==> config.mk <==
export PLATFORM = sky130hd
export DESIGN_NAME = touch_button_cycle_controller_core
export DESIGN_NICKNAME = d
export VERILOG_FILES = /design/src/design/tbcc_pkg.sv /design/src/design/tbcc_front.sv /design/src/design/tbcc_queue.sv /design/src/design/tbcc_back.sv /design/src/design/touch_button_cycle_controller_core.sv
export VERILOG_INCLUDE_DIRS = /design/src /design/src/design
export SDC_FILE = /design/constraint.sdc
export NUM_CORES = 1
export LEC_CHECK = 0
export ABC_CLOCK_PERIOD_IN_PS = 6550
export BUFFER_PORTS_ARGS = -buffer_cell sky130_fd_sc_hd__buf_2
export CORE_UTILIZATION = 50
export DETAILED_ROUTE_END_ITERATION = 12
export GPL_TIMING_DRIVEN = 1
export HOLD_SLACK_MARGIN = 0.08
export PLACE_DENSITY = 0.69
export REMOVE_ABC_BUFFERS = 1
export SYNTH_ARGS = -nofsm -noshare
export SYNTH_HDL_FRONTEND = slang
export SYNTH_SLANG_ARGS = --single-unit
==> constraint.sdc <==
create_clock -name clock -period 6.55 [get_ports clock]
set_input_delay 0.3275 -clock clock [delete_from_list [all_inputs] [get_ports clock]]
set_output_delay 0.3275 -clock clock [all_outputs]
set_load 0.03 [all_outputs]
==> src/design/touch_button_cycle_controller_core_defines.svh <==
// Assertion macros for the touch button cycle controller core.
`ifndef TOUCH_BUTTON_CYCLE_CONTROLLER_CORE_DEFINES_SVH
`define TOUCH_BUTTON_CYCLE_CONTROLLER_CORE_DEFINES_SVH

// same-cycle implication, disabled during reset
`define TBCC_ASSERT_NOW(label, ante, cons) \
   label: assert property (@(posedge clock) disable iff (reset) (ante) |-> (cons)) \
      else $error("tbcc assertion failed");

// next-cycle implication, disabled during reset
`define TBCC_ASSERT_NEXT(label, ante, cons) \
   label: assert property (@(posedge clock) disable iff (reset) (ante) |=> (cons)) \
      else $error("tbcc assertion failed");

`endif

==> src/design/tbcc_pkg.sv <==
// Types, constants and the variant table of the touch button cycle controller.
package tbcc_pkg;

   localparam int PAD_COUNT   = 3;
   localparam int SHOW_COUNT  = 11;
   localparam int LAYOUT_BITS = 3;

   localparam logic [1:0] CSR_ENABLE    = 2'd0;
   localparam logic [1:0] CSR_THRESHOLD = 2'd1;
   localparam logic [1:0] CSR_DEBOUNCE  = 2'd2;

   localparam logic [15:0] DEBOUNCE_RESET = 16'd300;

   typedef enum logic [1:0] {
      ACT_SHOW    = 2'd0,
      ACT_VARIANT = 2'd1,
      ACT_LAYOUT  = 2'd2
   } action_type;

   typedef struct packed {
      logic        enable;
      logic [15:0] threshold;
      logic [15:0] debounce;
   } cfg_type;

   // one queued tick: which pads had an accepted press
   typedef struct packed {
      logic                 valid;
      logic [PAD_COUNT-1:0] mask;
   } press_word_type;

   function automatic logic [3:0] variant_count(input logic [3:0] show);
      logic [3:0] count;
      case (show)
         4'd0:    count = 4'd13;
         4'd1:    count = 4'd3;
         4'd2:    count = 4'd3;
         4'd3:    count = 4'd1;
         4'd4:    count = 4'd1;
         4'd5:    count = 4'd3;
         4'd6:    count = 4'd1;
         4'd7:    count = 4'd2;
         4'd8:    count = 4'd2;
         4'd9:    count = 4'd3;
         4'd10:   count = 4'd2;
         default: count = 4'd1;
      endcase
      return count;
   endfunction

endpackage

==> src/design/tbcc_front.sv <==
// Front end: edge detect and debounce of the pads, one press mask per tick.
module tbcc_front
   import tbcc_pkg::*;
(
   input  logic                  clock,
   input  logic                  reset,
   input  cfg_type               cfg,
   input  logic                  req_valid,
   output logic                  req_ready,
   input  logic [31:0]           req_time_ms,
   input  logic [15:0]           req_pad0_reading,
   input  logic [15:0]           req_pad1_reading,
   input  logic [15:0]           req_pad2_reading,
   input  logic                  push_ready,
   output press_word_type        push
);

   logic [PAD_COUNT-1:0] was_touched_ff, was_touched_in;
   logic [31:0]          last_press_ff [PAD_COUNT];
   logic [31:0]          last_press_in [PAD_COUNT];
   logic [15:0]          reading [PAD_COUNT];
   logic [PAD_COUNT-1:0] touched;
   logic [PAD_COUNT-1:0] press;
   logic [31:0]          elapsed [PAD_COUNT];
   logic                 take;

   assign reading[0] = req_pad0_reading;
   assign reading[1] = req_pad1_reading;
   assign reading[2] = req_pad2_reading;

   assign req_ready = push_ready;
   assign take      = req_valid && req_ready && cfg.enable;

   always_comb begin
      was_touched_in = was_touched_ff;
      for (int i = 0; i < PAD_COUNT; i++) begin
         touched[i]       = reading[i] > cfg.threshold;
         elapsed[i]       = req_time_ms - last_press_ff[i];
         press[i]         = touched[i] && !was_touched_ff[i] &&
                            (elapsed[i] >= {16'd0, cfg.debounce});
         last_press_in[i] = last_press_ff[i];
         if (take) begin
            was_touched_in[i] = touched[i];
            if (press[i]) begin
               last_press_in[i] = req_time_ms;
            end
         end
      end
      push.valid = take && (press != '0);
      push.mask  = press;
   end

   always_ff @(posedge clock) begin
      if (reset) begin
         was_touched_ff <= '0;
         for (int i = 0; i < PAD_COUNT; i++) begin
            last_press_ff[i] <= '0;
         end
      end else begin
         was_touched_ff <= was_touched_in;
         for (int i = 0; i < PAD_COUNT; i++) begin
            last_press_ff[i] <= last_press_in[i];
         end
      end
   end

endmodule

==> src/design/tbcc_queue.sv <==
// Short queue of press masks between the front and back ends.
module tbcc_queue
   import tbcc_pkg::*;
#(
   parameter int DEPTH = 4
)
(
   input  logic           clock,
   input  logic           reset,
   input  press_word_type push,
   output logic           push_ready,
   output press_word_type head,
   input  logic           pop
);

   localparam int PW = (DEPTH > 1) ? $clog2(DEPTH) : 1;
   localparam int CW = $clog2(DEPTH + 1);
   localparam logic [PW-1:0] LAST_SLOT = PW'(DEPTH - 1);
   localparam logic [CW-1:0] FULL      = CW'(DEPTH);

   logic [PAD_COUNT-1:0] slot_ff [DEPTH];
   logic [PW-1:0]        wr_ptr_ff, wr_ptr_in;
   logic [PW-1:0]        rd_ptr_ff, rd_ptr_in;
   logic [CW-1:0]        count_ff, count_in;
   logic                 do_push, do_pop;

   assign push_ready = count_ff != FULL;
   assign do_push    = push.valid && push_ready;
   assign do_pop     = pop && (count_ff != '0);
   assign head.valid = count_ff != '0;
   assign head.mask  = slot_ff[rd_ptr_ff];

   always_comb begin
      wr_ptr_in = wr_ptr_ff;
      rd_ptr_in = rd_ptr_ff;
      count_in  = count_ff;
      if (do_push) begin
         wr_ptr_in = (wr_ptr_ff == LAST_SLOT) ? '0 : wr_ptr_ff + PW'(1);
      end
      if (do_pop) begin
         rd_ptr_in = (rd_ptr_ff == LAST_SLOT) ? '0 : rd_ptr_ff + PW'(1);
      end
      if (do_push && !do_pop) begin
         count_in = count_ff + CW'(1);
      end else if (do_pop && !do_push) begin
         count_in = count_ff - CW'(1);
      end
   end

   always_ff @(posedge clock) begin
      if (reset) begin
         wr_ptr_ff <= '0;
         rd_ptr_ff <= '0;
         count_ff  <= '0;
      end else begin
         wr_ptr_ff <= wr_ptr_in;
         rd_ptr_ff <= rd_ptr_in;
         count_ff  <= count_in;
      end
   end

   always_ff @(posedge clock) begin
      if (do_push) begin
         slot_ff[wr_ptr_ff] <= push.mask;
      end
   end

endmodule

==> src/design/tbcc_back.sv <==
// Back end: steps show, variant and layout, one result word per press.
module tbcc_back
   import tbcc_pkg::*;
(
   input  logic                   clock,
   input  logic                   reset,
   input  press_word_type         head,
   output logic                   pop,
   output logic                   rsp_valid,
   input  logic                   rsp_ready,
   output logic [1:0]             rsp_action,
   output logic [3:0]             rsp_show_number,
   output logic [3:0]             rsp_variant_number,
   output logic [LAYOUT_BITS-1:0] rsp_layout_number,
   output logic                   rsp_reverse_flag,
   output logic                   rsp_mirror_flag,
   output logic                   rsp_last
);

   localparam logic [4:0] SHOW_WRAP = 5'(SHOW_COUNT);

   logic [PAD_COUNT-1:0]   cur_mask_ff, cur_mask_in;
   logic [3:0]             show_ff, show_in;
   logic [3:0]             variant_ff, variant_in;
   logic [LAYOUT_BITS-1:0] layout_ff, layout_in;
   logic                   out_valid_ff, out_valid_in;
   action_type             out_action_ff, out_action_in;
   logic                   out_last_ff, out_last_in;

   logic [PAD_COUNT-1:0]   pick, rest;
   logic                   out_free, step;
   logic [4:0]             show_inc, variant_inc, vcount;

   always_comb begin
      pick = '0;
      for (int i = PAD_COUNT - 1; i >= 0; i--) begin
         if (cur_mask_ff[i]) begin
            pick    = '0;
            pick[i] = 1'b1;
         end
      end
      rest     = cur_mask_ff & ~pick;
      out_free = !out_valid_ff || rsp_ready;
      step     = (cur_mask_ff != '0) && out_free;

      show_inc    = {1'b0, show_ff} + 5'd1;
      variant_inc = {1'b0, variant_ff} + 5'd1;
      vcount      = {1'b0, variant_count(show_ff)};

      show_in       = show_ff;
      variant_in    = variant_ff;
      layout_in     = layout_ff;
      out_action_in = out_action_ff;
      out_last_in   = out_last_ff;
      out_valid_in  = out_valid_ff && !rsp_ready;
      cur_mask_in   = cur_mask_ff;

      if (step) begin
         out_valid_in = 1'b1;
         out_last_in  = rest == '0;
         cur_mask_in  = rest;
         if (pick[0]) begin
            show_in       = (show_inc >= SHOW_WRAP) ? 4'd0 : show_inc[3:0];
            variant_in    = 4'd0;
            out_action_in = ACT_SHOW;
         end else if (pick[1]) begin
            variant_in    = (variant_inc >= vcount) ? 4'(variant_inc - vcount)
                                                    : variant_inc[3:0];
            out_action_in = ACT_VARIANT;
         end else begin
            layout_in     = layout_ff + LAYOUT_BITS'(1);
            out_action_in = ACT_LAYOUT;
         end
      end

      pop = head.valid && ((cur_mask_ff == '0) || (step && rest == '0));
      if (pop) begin
         cur_mask_in = head.mask;
      end
   end

   always_ff @(posedge clock) begin
      if (reset) begin
         cur_mask_ff  <= '0;
         show_ff      <= '0;
         variant_ff   <= '0;
         layout_ff    <= '0;
         out_valid_ff <= 1'b0;
      end else begin
         cur_mask_ff  <= cur_mask_in;
         show_ff      <= show_in;
         variant_ff   <= variant_in;
         layout_ff    <= layout_in;
         out_valid_ff <= out_valid_in;
      end
   end

   always_ff @(posedge clock) begin
      out_action_ff <= out_action_in;
      out_last_ff   <= out_last_in;
   end

   // state registers only change on a step, so they hold the word's values
   assign rsp_valid          = out_valid_ff;
   assign rsp_action         = out_action_ff;
   assign rsp_show_number    = show_ff;
   assign rsp_variant_number = variant_ff;
   assign rsp_layout_number  = layout_ff;
   assign rsp_reverse_flag   = layout_ff[1];
   assign rsp_mirror_flag    = layout_ff[0];
   assign rsp_last           = out_last_ff;

endmodule

==> src/design/touch_button_cycle_controller_core.sv <==
// Top level of the touch button cycle controller: CSRs, front, queue and back.
//
//  channel | dir | handshake             | payload
//  csr     | in  | csr_valid, csr_ready  | csr_index, csr_data
//  req     | in  | req_valid, req_ready  | time_ms, pad0..pad2 readings
//  rsp     | out | rsp_valid, rsp_ready  | action, show/variant/layout, flags, last
//
// A req word is taken every cycle while the press queue has room; the front
// end decides all presses of a tick in the cycle it is accepted.
// The back end gives one rsp word per cycle while rsp_ready is high, one per press
// of a tick; the queue of QUEUE_DEPTH ticks absorbs bursts. Reset is synchronous
// and clears all but queue slots, rsp action and last; csr_ready is always high.
// A stalled rsp word holds while the front keeps accepting until the queue fills.
`include "touch_button_cycle_controller_core_defines.svh"

module touch_button_cycle_controller_core
   import tbcc_pkg::*;
#(
   parameter int QUEUE_DEPTH = 4
)
(
   input  logic        clock,
   input  logic        reset,
   input  logic        csr_valid,
   output logic        csr_ready,
   input  logic [1:0]  csr_index,
   input  logic [15:0] csr_data,
   input  logic        req_valid,
   output logic        req_ready,
   input  logic [31:0] req_time_ms,
   input  logic [15:0] req_pad0_reading,
   input  logic [15:0] req_pad1_reading,
   input  logic [15:0] req_pad2_reading,
   output logic        rsp_valid,
   input  logic        rsp_ready,
   output logic [1:0]  rsp_action,
   output logic [3:0]  rsp_show_number,
   output logic [3:0]  rsp_variant_number,
   output logic [2:0]  rsp_layout_number,
   output logic        rsp_reverse_flag,
   output logic        rsp_mirror_flag,
   output logic        rsp_last
);

   cfg_type        cfg_ff, cfg_in;
   press_word_type push, head;
   logic           push_ready, pop;

   assign csr_ready = 1'b1;

   always_comb begin
      cfg_in = cfg_ff;
      if (csr_valid) begin
         case (csr_index)
            CSR_ENABLE:    cfg_in.enable    = csr_data[0];
            CSR_THRESHOLD: cfg_in.threshold = csr_data;
            CSR_DEBOUNCE:  cfg_in.debounce  = csr_data;
            default:       cfg_in = cfg_ff;
         endcase
      end
   end

   always_ff @(posedge clock) begin
      if (reset) begin
         cfg_ff.enable    <= 1'b0;
         cfg_ff.threshold <= '0;
         cfg_ff.debounce  <= DEBOUNCE_RESET;
      end else begin
         cfg_ff <= cfg_in;
      end
   end

   tbcc_front u_front (
      .clock            (clock),
      .reset            (reset),
      .cfg              (cfg_ff),
      .req_valid        (req_valid),
      .req_ready        (req_ready),
      .req_time_ms      (req_time_ms),
      .req_pad0_reading (req_pad0_reading),
      .req_pad1_reading (req_pad1_reading),
      .req_pad2_reading (req_pad2_reading),
      .push_ready       (push_ready),
      .push             (push)
   );

   tbcc_queue #(
      .DEPTH (QUEUE_DEPTH)
   ) u_queue (
      .clock      (clock),
      .reset      (reset),
      .push       (push),
      .push_ready (push_ready),
      .head       (head),
      .pop        (pop)
   );

   tbcc_back u_back (
      .clock              (clock),
      .reset              (reset),
      .head               (head),
      .pop                (pop),
      .rsp_valid          (rsp_valid),
      .rsp_ready          (rsp_ready),
      .rsp_action         (rsp_action),
      .rsp_show_number    (rsp_show_number),
      .rsp_variant_number (rsp_variant_number),
      .rsp_layout_number  (rsp_layout_number),
      .rsp_reverse_flag   (rsp_reverse_flag),
      .rsp_mirror_flag    (rsp_mirror_flag),
      .rsp_last           (rsp_last)
   );

   `TBCC_ASSERT_NOW(a_show_range, rsp_valid, rsp_show_number < 4'(SHOW_COUNT))
   `TBCC_ASSERT_NOW(a_show_clears_variant, rsp_valid && rsp_action == ACT_SHOW,
      rsp_variant_number == 4'd0)
   `TBCC_ASSERT_NOW(a_variant_range, rsp_valid,
      rsp_variant_number < variant_count(rsp_show_number))
   `TBCC_ASSERT_NEXT(a_tick_words_follow, rsp_valid && rsp_ready && !rsp_last, rsp_valid)

endmodule

==> results of run 1 <==
==> cells in the mapped netlist (all sizes together) (15+ instances only) <==
| cell type | n |
|---|---|
| a211oi | 21 |
| a21o | 72 |
| a21oi | 186 |
| buf | 21 |
| clkbuf | 55 |
| dfxtp | 159 |
| edfxtp | 15 |
| ha | 204 |
| inv | 177 |
| mux2i | 110 |
| nand2 | 171 |
| nand3 | 20 |
| nand4 | 45 |
| nor2 | 194 |
| nor2b | 20 |
| nor3 | 27 |
| nor4 | 15 |
| o211ai | 16 |
| o21a | 18 |
| o21ai | 80 |
| xnor2 | 39 |
| xor2 | 27 |
==> layer usage <==
metal  vias to the layer above  wire, um
li1                       7022         -
met1                      6551     18500
met2                       408     19500
met3                        69      2000
met4                         0      1070
met5                         -         0
==> state kept, by name, summed over array words and instances (netlist names), 2 cells and up, named ones only <==
register / cells
cfg_ff: 33
u_queue.slot_ff: 12
u_back.rsp_layout_number: 3
u_back.rsp_variant_number: 4
u_back.rsp_show_number: 4
u_back.vcount: 3
u_queue.count_ff: 3
u_front.was_touched_ff: 3
u_back.rsp_action: 2
u_back.cur_mask_ff: 3
u_queue.rd_ptr_ff: 2
u_front.last_press_ff: 96
u_queue.wr_ptr_ff: 2
==> cell type report <==
cell class	instances	area share, %
multi-input cells	1492	63.6
flip-flops and latches	174	21.8
inverters	177	3.99
repair buffers	125	3.84
well taps	390	2.93
clock buffers	17	2.55
clock inverters	15	1.27
==> power by group through the flow <==
stage / clock network (uW) / logic [uW] / registers, uW
finish: 1090 / 1050 / 1210
detailed placement: 0 / 1040 / 1230
global route: 1160 / 1170 / 1220
global placement: 0 / 1010 / 1230
floorplan: 0 / 708 / 1260
CTS: 1110 / 1040 / 1210
==> through the flow <==
| stage | instance area (um2) | instances | total power, uW |
|---|---|---|---|
| after floorplan | 14900 | 1843 | 1970 |
| after global placement | 16000 | 2358 | 2240 |
| after detailed placement | 16000 | 2358 | 2270 |
| after CTS | 16700 | 2390 | 3370 |
| after global routing | 16700 | 2390 | 3550 |
| final | 16700 | 2390 | 3350 |
==> critical path: cells and delay by family (launching register included) <==
family	cells	cell delay, ps
compound gates	8	2130
simple gates	8	1530
fa+ha+maj	5	1210
flops	1	340
buf+inv	3	230
xor+xnor	2	210
==> kinds of logic after synthesis <==
family | after synthesis
buffers and inverters | 253
adders and majority gates | 209
AOI/OAI and AO/OA | 520
xor gates and xnor gates | 66
muxes | 117
DFF | 174
and+or+nand+nor | 579
other | 1
==> final timing paths <==
| path | from | to | slack [ps] | depth (start not counted) |
|---|---|---|---|---|
| hold / removal | csr_data[2] | cfg_ff[2] | 100 | 3 |
| hold reg to reg | cfg_ff[25] | cfg_ff[25] | 460 | 2 |
| setup / recovery | u_front.last_press_ff[0][64] | u_queue.count_ff[2] | 830 | 26 |
| setup reg to reg | u_front.last_press_ff[0][64] | u_queue.count_ff[2] | 830 | 26 |
==> reports/qor.yml, run 1 <==
synth.avg_cell_area_um2: 7.95
yosys.cell_types.count: 93
arrival_ps: 6110
powerDensity_nw_per_um2: 201
io_buffers: 120
place.gp.congestion: 0.939
cp_slowest_cell: "a2111oi_1"
ioPinCount: 122
grt_use_met3_pct: 3.67
synthFlopType: "dfxtp_1"
ys_seq_elements: 174
netSwitchingFraction_pct: 37.2
grt_first_pass_wirelength_um: 66700
dp_hpwl_um: 32600
fillers: 2855
leakage_uw: 0.00692
die_width_um: 177
syn_area_um2: 15300
clock_latency_ps: 460
synth_top_family_by_area: "compound AO/OA/AOI/OAI gates"
clkPwrFrac_pct: 32.5
fin_crit_sh_pct: 87.3
drv_slew: 0
yosysWarnings: 0
grtUsageTotal_pct: 26.7
die_area_um2: 31200
yosys-mux-area-fraction_pct: 7.95
yosys.area_share.simple_pct: 17.9
path_clk_slew_ps: 90
cts_made_buffers: 17
synthXorXnorAreaFrac_pct: 3.79
yosysTopAreaCell: "dfxtp_1"
async_reset_ff_share_pct: 0
grt.overflow.total: 0
row_count: 63
cap_violations: 0
cts_tree: "built"
cts_max_path_buffers: 2
final-setup-viol-count: 0
wirelength_um: 41100
start_util_pct: 51.2
preCtsSetupSlack_ps: 635
grt_pass1_vias: 13600
required_ps: 6940
final_net_count: 2299
multi_input_comb_area_um2: 10600
finalWorstSetupSlack_ps: 829
synth_compound_gate_area_share_pct: 22.3
synth_adder_area_share_pct: 17.4
top_usage_layer: "met2"
hold_buffers: 0
critPathMaxFanout: 8
core_area_um2: 29800
hold_ws_ps: 101
grt_util_met2_pct: 46.6
hold_viol_final: 0
p_int_uw: 2100
yosysTopAreaCellShare_pct: 20.9
globalRouteMet1Util_pct: 33.2
die_h_um: 177
area_growth_pct: 9.19
cts-htree-levels: 4
vias: 14100
regArea_um2: 3630
drt_iter0_drc: 731
cts_root_buffer: "clkbuf_16"
vias_per_cell: 5.88
drive_gt1_share_pct: 9.40
min_path_type: "in2reg"
antenna_left: 0
antenna_found_initial: 0
relSlewSlack_pct: 34.4
rsz0062_at_grt: "false"
antennaDiodeCount: 0
clock_skew_ps: 17.0
min_period_ps: 5720
critical_path_class: "reg2reg"
ctsResizeCount: 0
drtPass1Iterations: 5
timing.fmax_mhz: 175
mostFrequentLayoutCell: "ha_1"
synth-seq-area-share_pct: 23.8
synthCells: 1919
synth_edf_count: 15
wl_per_cell_um: 17.2
grt_max_degree: 94
ir_drop_v: 0.000199
status: "complete, no violations"
synth_area_leaders: "dfxtp_1, ha_1, mux2i_1, a21oi_1, nor2_1"
post_cts_buffers: 0
worst_pin_slew_ps: 981
power.share.sequential_pct: 36.0
combinationalPowerShare_pct: 31.4
endpoint_kind: "flop"
cp-start-kind: "flop"
clock-sinks: 174
drcViolationCount: 0
finalSetupTns_ps: 0
power_switching_uw: 1250
final_cell_mix: "ha_1, nor2_1, a21oi_1, inv_1, nand2_1"
utilization_pct: 55.9
max_stage_delay_ps: 450
No activity file was read; power rests on OpenSTA's default activity.
==> run 2: changes to the inputs <==
Settings changed: ABC_CLOCK_PERIOD_IN_PS 6550 to 5000, BUFFER_PORTS_ARGS -buffer_cell sky130_fd_sc_hd__buf_2 to -buffer_cell sky130_fd_sc_hd__buf_4, PLACE_DENSITY 0.69 to 0.72.
Clock period 6.55 ns to 5 ns, I/O delays scaled along.
==> run 2 against run 1 <==
Against the previous run:
- combinational power grew 52%
- sequential power up 31%
- highest routed layer unchanged
- largest power group is now combinational logic
- clock-buffer cell count unchanged
- register-to-register slack worse by 770 ps
==> reports/qor.yml, run 2 (synthesis gave the netlist of run 1 again) <==
status: "complete, no violations"
final-setup-viol-count: 0
cp_slowest_cell: "fa_2"
final_cell_mix: "buf_4, nor2_1, ha_1, inv_1, nand2_1"
largest_reg_flops: 96
cap_violations: 0
finalSetupTns_ps: 0
die_h_um: 177
grt_pass1_vias: 14400
powerDensity_nw_per_um2: 247
hold_viol_final: 0
drv_slew: 0
min_path_type: "in2reg"
required_ps: 5330
holdCritStartpoint: "req_time_ms[15]"
die_area_um2: 31200
die_width_um: 177
clock-sinks: 174
timing.fmax_mhz: 203
clock_skew_ps: 15.2
antennaDiodeCount: 0
ir_drop_v: 0.000234
crit_buf_inv: 5
endpoint_kind: "flop"
wl_per_cell_um: 17.4
grt.overflow.total: 0
rsz0062_at_grt: "true"
antenna_found_initial: 0
critPathLaunch: "u_front.last_press_ff[0][64]"
arrival_ps: 5270
start_util_pct: 51.2
dp_hpwl_um: 34000
cts_max_path_buffers: 2
grt_max_degree: 79
final_area_um2: 18500
final_net_count: 2443
vias_per_cell: 5.80
leakage_uw: 0.00775
place.gp.congestion: 0.968
largest_registers: "u_front.last_press_ff (96), cfg_ff (33), u_queue.slot_ff (12)"
cts-htree-levels: 4
cts_root_buffer: "clkbuf_16"
path_clk_slew_ps: 80
max_stage_delay_ps: 420
dpl_cell_area_um2: 17100
fin_crit_sh_pct: 98.7
grtUsageTotal_pct: 28.0
core_area_um2: 29800
io_buffers: 120
path_delay_family: "compound AO/OA/AOI/OAI gates"
vias: 14700
critPathMaxFanout: 3
r2r_start: "u_front.last_press_ff[0][64]"
cts_tree: "built"
fin_cells: 2534
ioPinCount: 122
largest_register: "u_front.last_press_ff"
row_count: 63
utilization_pct: 62.2
cts_made_buffers: 17
grt_first_pass_wirelength_um: 69800
drcViolationCount: 0
min_period_ps: 4940
mostFrequentLayoutCell: "buf_4"
drtPass1Iterations: 7
crit_top_cell: "nor2_1"
dpl.cell_count: 2458
area_growth_pct: 21.4
clock_latency_ps: 470
antenna_left: 0
total_power_uw: 4580
relSlewSlack_pct: 35.6
drive_gt1_share_pct: 18.3
worst_pin_slew_ps: 963
drt_iter0_drc: 672
critical_path_class: "reg2reg"
cp-start-kind: "flop"
wirelength_um: 44000
run 2: cell types whose count changed in the layout (fill, tap and decap cells not counted), sizes merged:
cell,delta
buf,+126
dlygate4sd3,+18
clkinv,+2
inv,-2
run 2: layout make-up:
class | count | area, um2
multi-input combinational | 1492 | 11000
inverter | 177 | 664
sequential | 174 | 3650
tap | 390 | 488
fill | 2619 | 11300
clock inverter | 15 | 184
clock buffer | 17 | 425
timing repair buffer | 269 | 2090
run 2: worst paths after layout:
check,to,cells past startpoint,slack [ps]
worst min-delay path,u_front.last_press_ff[0][47],3,100
worst max-delay path,u_queue.count_ff[1],27,60
worst min register to register,cfg_ff[26],2,460
worst max register to register,u_queue.count_ff[1],27,60
run 2: worst register-to-register path, cell delays in order, from the launching register on:
cell and delay (ps):
dfxtp_2 360, ha_4 130, inv_2 30, fa_2 330, a21o_1 180, a221o_1 350
a21oi_2 210, buf_4 140, nor2_1 50, nor2_1 150, xnor2_1 140, ha_1 280
nor2b_4 140, o21ai_2 120, o211ai_1 120, nor4_1 190, buf_4 160, nand4_1 110
a2111oi_2 220, a31oi_1 180, nand2_2 100, nor3b_4 180, inv_1 60, ha_2 180
inv_2 50, fa_2 420, mux2i_1 140, nor2_1 60
run 2: where the power goes:
| group | total, uW | leakage, uW | switching [uW] | internal (uW) |
|---|---|---|---|---|
| logic | 1600 | 0.00603 | 888 | 716 |
| registers | 1580 | 0.00143 | 80.8 | 1500 |
| clock network | 1390 | 0.000298 | 707 | 682 |
| total | 4580 | 0.00775 | 1680 | 2900 |
run 2: metal layers:
metal  wire (um)  up-vias  GRT usage (%)
li1            -     7318              -
met4        1470        0           11.5
met2       20800      416           47.9
met5           0        -              0
met3        2300       98           4.62
met1       19500     6876           34.8
run 2: what timing repair did:
| action | in CTS | in global routing |
|---|---|---|
| hold buffers | 18 | 0 |
| cloned | 0 | 0 |
| endpoints found under the setup margin | 2 | 67 |
| hold endpoints to repair | 36 | 0 |
| setup buffers | 13 | 14 |
| pin swaps | 14 | 52 |
| gates resized for setup | 16 | 85 |
run 2: through the flow:
step           hold slack, ps  worst slack, ps
2_1_floorplan             319            -2100
3_3_place_gp              443             -185
3_5_place_dp              447             -277
4_1_cts                  81.3             3.51
5_1_grt                   104             -110
6_report                  104             63.9
